File: src/design/wialu_pkg.sv
package wialu_pkg;

   localparam int DATA_W    = 256;
   localparam int WORD_W    = 64;
   localparam int LIMB_W    = 32;
   localparam int NUM_LIMB  = DATA_W / LIMB_W;
   localparam int BYTE_W    = 8;
   localparam int NUM_BYTES = DATA_W / BYTE_W;
   localparam int SH_W      = 9;
   localparam int OP_W      = 5;
   localparam int DIV_STEPS = DATA_W;

   typedef enum logic [OP_W-1:0] {
      OP_ADD     = 5'd0,
      OP_SUB     = 5'd1,
      OP_MUL     = 5'd2,
      OP_DIV     = 5'd3,
      OP_MOD     = 5'd4,
      OP_AND     = 5'd5,
      OP_OR      = 5'd6,
      OP_XOR     = 5'd7,
      OP_NOT     = 5'd8,
      OP_SHL     = 5'd9,
      OP_SHR     = 5'd10,
      OP_LT      = 5'd11,
      OP_GT      = 5'd12,
      OP_LE      = 5'd13,
      OP_GE      = 5'd14,
      OP_EQ      = 5'd15,
      OP_NE      = 5'd16,
      OP_ISZERO  = 5'd17,
      OP_GETBYTE = 5'd18,
      OP_SETBYTE = 5'd19
   } op_type;

   // One beat in the long-division chain; non-divide beats ride in aq.
   typedef struct packed {
      logic              valid;
      logic              is_div;
      logic              is_mod;
      logic              div_err;
      logic              flag;
      logic [DATA_W-1:0] b;
      logic [DATA_W-1:0] rem;
      logic [DATA_W-1:0] aq;
   } div_beat_type;

endpackage

File: src/design/wialu_div_step.sv
module wialu_div_step (
   input  logic                   clock,
   input  logic                   reset,
   input  wialu_pkg::div_beat_type beat_in,
   output wialu_pkg::div_beat_type beat_out
);
   import wialu_pkg::*;

   logic [DATA_W:0]  trial;
   logic [DATA_W:0]  diff;
   logic             fits;
   div_beat_type     beat_nx_in;
   div_beat_type     beat_ff;

   // Shift in the next dividend bit and try one subtract
   always_comb begin
      trial = {beat_in.rem, beat_in.aq[DATA_W-1]};
      diff  = trial - {1'b0, beat_in.b};
      fits  = (trial >= {1'b0, beat_in.b});
      beat_nx_in = beat_in;
      beat_nx_in.valid = beat_in.valid && !reset;
      if (beat_in.is_div || beat_in.is_mod) begin
         beat_nx_in.rem = fits ? diff[DATA_W-1:0] : trial[DATA_W-1:0];
         beat_nx_in.aq  = {beat_in.aq[DATA_W-2:0], fits};
      end
   end

   // Advance the beat; reset drops only its valid bit
   always_ff @(posedge clock) begin
      beat_ff <= beat_nx_in;
   end

   assign beat_out = beat_ff;

endmodule

File: config.mk
export PLATFORM = sky130hd
export DESIGN_NAME = wialu_div_step
export DESIGN_NICKNAME = d
export VERILOG_FILES = /design/src/design/wialu_pkg.sv /design/src/design/wialu_div_step.sv
export SDC_FILE = /design/constraint.sdc
export NUM_CORES = 2
export LEC_CHECK = 0
export BUFFER_PORTS_ARGS = -buffer_cell sky130_fd_sc_hd__buf_2
export CAP_MARGIN = 10
export CORE_AREA = 2 2 604 606
export DETAILED_ROUTE_END_ITERATION = 10
export DIE_AREA = 0 0 606 608
export GPL_ROUTABILITY_DRIVEN = 1
export GPL_TIMING_DRIVEN = 0
export HOLD_SLACK_MARGIN = 0.12
export PLACE_DENSITY_LB_ADDON = 0.1
export SLEW_MARGIN = 20
export SYNTH_ARGS = -nofsm -noshare
export SYNTH_HDL_FRONTEND = slang
export SYNTH_SLANG_ARGS = --single-unit
File: constraint.sdc
create_clock -name clock -period 8.55 [get_ports clock]
set_clock_uncertainty 0.1 [all_clocks]
set_input_delay 1.71 -clock clock [delete_from_list [all_inputs] [get_ports clock]]
set_output_delay 1.71 -clock clock [all_outputs]
set_load 0.03 [all_outputs]
-- Yosys cells after proc, flatten, opt, wreduce, memory -nomap -nowiden
Index checks and enable logic that the tools add are counted.
- $add $sub $neg: 1
- multiply operators: 0
- divide/modulo/power cells: 0
- order comparisons: 1
- equality and inequality tests: 0
- shifts and indexed selects: 0
- multiplexer cells: 2
- bitwise gates (word level): 0
- reduce and logical (&&, ||, !) cells: 3
- operators with widths (cell ; count):
    two-way mux 512 bit ; 1
    >= comparator 257 x 256 -> 1 bit ; 1
    two-way mux 256 bit ; 1
    subtractor 256 bit ; 1
    logical AND 1 bit ; 1
    logical NOT 1 bit ; 1
    logical OR 1 bit ; 1
- register bits: 773
- latch bits: 0
- RAM bits: 0
- memory bits (read-only): 0
- input bits: 775
- logic and storage cells: 15
- memories kept: 0

-- Longest topological paths before layout
- depth in word-level cells: 3
- mapped depth: 19
- gate-level depth less buffers: 19

-- Worst setup path before layout
OpenSTA, ideal clock, no wires.
- kind: input-to-reg
- from: in beat_in[255] (netlist bit)
- to: reg beat_ff, in the netlist beat_out[490]
- library setup time: 66 ps
- arrival time: 5219 ps
- required time: 8384 ps
- path slack: 3165 ps
- stages: 19
- cells stage by stage: inv_1 -> ha_1 -> inv_1 -> fa_1 -> a21o_1 -> a311o_1 -> o211ai_2 -> o21ai_2 -> a31oi_4 -> nor2_1 -> or3_4 -> a31oi_4 -> o31ai_2 -> a31oi_4 -> o21ai_2 -> a21oi_4 -> o21ai_1 -> mux2_4 -> a21oi_2
- RTL lines (what ; line ; source):
    from (decl) ; wialu_div_step.sv:4 ; input wialu_pkg::div_beat_type beat_in,
    to (signal assigned) ; wialu_div_step.sv:30 ; beat_ff <= beat_nx_in;
    to (decl) ; wialu_div_step.sv:13 ; div_beat_type beat_ff;

==> flow_summary.yaml <==
status:
  outcome: "finished, final reports clean"
global_route:
  grt.met2_usage_pct: 41.6
  grt.busiest_layer: "met2"
  grt_max_degree: 22
  grtUsageMet3_pct: 4.72
  grt-ovfl-total: 0
  grt_usage_pct: 21.6
  antenna_found_initial: 202
  grt_pass1_vias: 55200
  met1_usage_pct: 21.5
  grt_pass1_wl_mm: 532
routing:
  postRouteAntennaNets: 0
  wl_per_cell_um: 32.2
  first_pass_iters: 7
  drt-vias-per-instance: 4.15
  drc: 0
  vias: 53600
  drt-initial-drc-count: 3453
  totalWireLength_mm: 416
clocking:
  cts_sinks: 773
  cts_tree: "done"
  clk_pin_slew_ns: 0.06
  numCtsBuffers: 113
  htreeDepth: 3
  clockBufferDepth: 4
  cts_root_buf: "clkbuf_16"
  cts_hold_buf: 0
floorplan:
  io_pins: 1548
  start_util_pct: 12.3
  die_area_sq_um: 368000
  fp.dieH_um: 608
  die_w_um: 606
  coreArea_sq_um: 362000
  rows: 221
synth:
  ys_async_sr_fraction_pct: 0
  synthesis.nets: 7291
  synthCells: 6259
  syn_area_sq_um: 44600
  synth_seq_cells: 773
  synth_ff_type: "dfxtp_1"
  avgSynthCellArea_sq_um: 7.12
  synth_area_leaders: "dfxtp_1 35%, nand2_1 12%, a21oi_1 9.0%"
  yosysTopAreaCell: "dfxtp_1"
  synth_edf_count: 0
  yosysUniqueCellTypes: 90
  seq_area_frac_synth_pct: 34.7
  yosysWarnings: 0
  yosys.area.top_type_share_pct: 34.7
cells_and_area:
  seq_area_sq_um: 15500
  multi_input_area_sq_um: 26600
  fin_util_pct: 17.4
  largest_reg_flops: 773
  final_common_cell: "buf_2"
  layout_common_cells: "1,637 x buf_2, 1,422 x nand2_1, 798 x a21oi_1"
  fin_nets: 8968
  syn2layout_area_growth_pct: 41.0
  drive_gt1_share_pct: 24.4
  nFillCells: 42100
sta:
  slew_viol_final: 0
  holdWs_ns: 0.798
  max_slew_margin_pct: 15.6
  worst_pin_slew_ns: 1.26
  setup_viol: 0
  max_freq_ghz: 0.121
  rsz0062_at_grt: "false"
  min_period_ns: 8.27
  hold_viol: 0
  fin_crit_sh_pct: 96.7
worst_setup_path:
  crit_path_end_kind: "flop"
  crit_cells: 18
  slowest_stage: "nor3_1"
  worst-path-max-fanout: 8
  path_cells: "buf_2, ha_1, clkbuf_1, nand4_1, nor3_1, nand3_1, o21ai_1, a21oi_2, o21ai_2, a31oi_1, o21ai_1, nor2_1, o21ai_1, nand3_1, o21ai_2, nand3_1, mux2_2, a21oi_1"
  path_class: "input pin to flop"
  cp_top_family: "compound AO/OA/AOI/OAI gates"
  path_buf_inv: 2
  required_ns: 9.18
  critPathLaunchType: "input pin"
  max_stage_delay_ns: 0.86
  crit_arrival_ns: 8.90
place:
  hpwlAfterDp_mm: 365
  gp_congestion: 0.978
  port_buffers: 1547
pwr:
  p_leak_nw: 28.2
  powerDensity_nw_per_um2: 222
  ir_worst_vdd_uv: 181
worst_hold_path:
  hold_path_class: "input pin to flop"
  hold_depth: 1
flow_run:
  cap_violations: 0
==> metal layers <==
metal,up-vias,part of all wire (%)
met5,-,0.18
met4,110,5.3
met3,636,5.9
met2,1937,54
met1,26000,35
li1,25000,-
==> cell type report <==
class                   count  area share (%)
well taps                4794            9.54
repair buffers           1562            12.7
diodes                     96           0.382
clock inverters            52            1.16
multi-input cells        4816            42.3
clock buffers             151            4.99
plain buffers             322            2.18
inverters                 348            2.08
flip-flops and latches    773            24.6
==> Yosys cell counts, types with 58 or more instances <==
| master | number |
|---|---|
| a31oi_1 | 58 |
| nand4_1 | 155 |
| nand3_1 | 68 |
| nor2_1 | 591 |
| a21o_1 | 80 |
| ha_1 | 256 |
| nor3_1 | 89 |
| clkbuf_1 | 223 |
| a21oi_1 | 799 |
| xor2_1 | 79 |
| o21ai_0 | 474 |
| nand2_1 | 1422 |
| buf_2 | 87 |
| inv_1 | 348 |
| dfxtp_1 | 773 |
| o21bai_1 | 97 |
| xnor2_1 | 144 |
==> through the flow <==
| stage | TNS (ns) | worst slack [ns] | total power (W) | instance area, sq um | std cells |
|---|---|---|---|---|---|
| floorplan | 0 | 3.16 | 0.00670 | 44600 | 6259 |
| global placement | -234.28 | -1.63 | 0.00909 | 58300 | 12600 |
| detailed placement | -227.78 | -1.53 | 0.00908 | 58700 | 12600 |
| CTS | 0 | 0.0629 | 0.0143 | 62600 | 12800 |
| global route | 0 | 0.125 | 0.0146 | 62800 | 12900 |
| finish | 0 | 0.281 | 0.0140 | 62900 | 12900 |
==> power breakdown <==
part / internal, W / leakage (nW) / switching (W)
clock network: 0.00300 / 1.89 / 0.00204
registers: 0.00400 / 6.52 / 0.000145
logic: 0.00123 / 19.8 / 0.00356
total: 0.00823 / 28.2 / 0.00575
==> worst paths after layout <==
kind / start / to / slack (ns)
max: beat_in[281] / beat_out[500] / 0.28
min: beat_in[708] / beat_out[708] / 0.80
==> timing repair <==
| action | CTS | global route |
|---|---|---|
| buffers inserted | 0 | 0 |
| hold endpoints to repair | 0 | 0 |
| gates resized for setup | 8 | 0 |
| endpoints found under the setup margin | 121 | 0 |
==> cell families (layout without fill, tap and decap cells) <==
group | count (synthesis) | after routing | synth area share [%]
and+or+nand+nor | 2515 | 2515 | 23.9
AOI/OAI and AO/OA | 1811 | 1811 | 23.7
DFF | 773 | 773 | 34.7
buffers and inverters | 670 | 2435 | 5.91
adders and majority gates | 257 | 257 | 7.23
xor gates and xnor gates | 223 | 223 | 4.38
muxes | 10 | 10 | 0.252
other | 0 | 96 | 0
(Power assumes the default switching activity.)
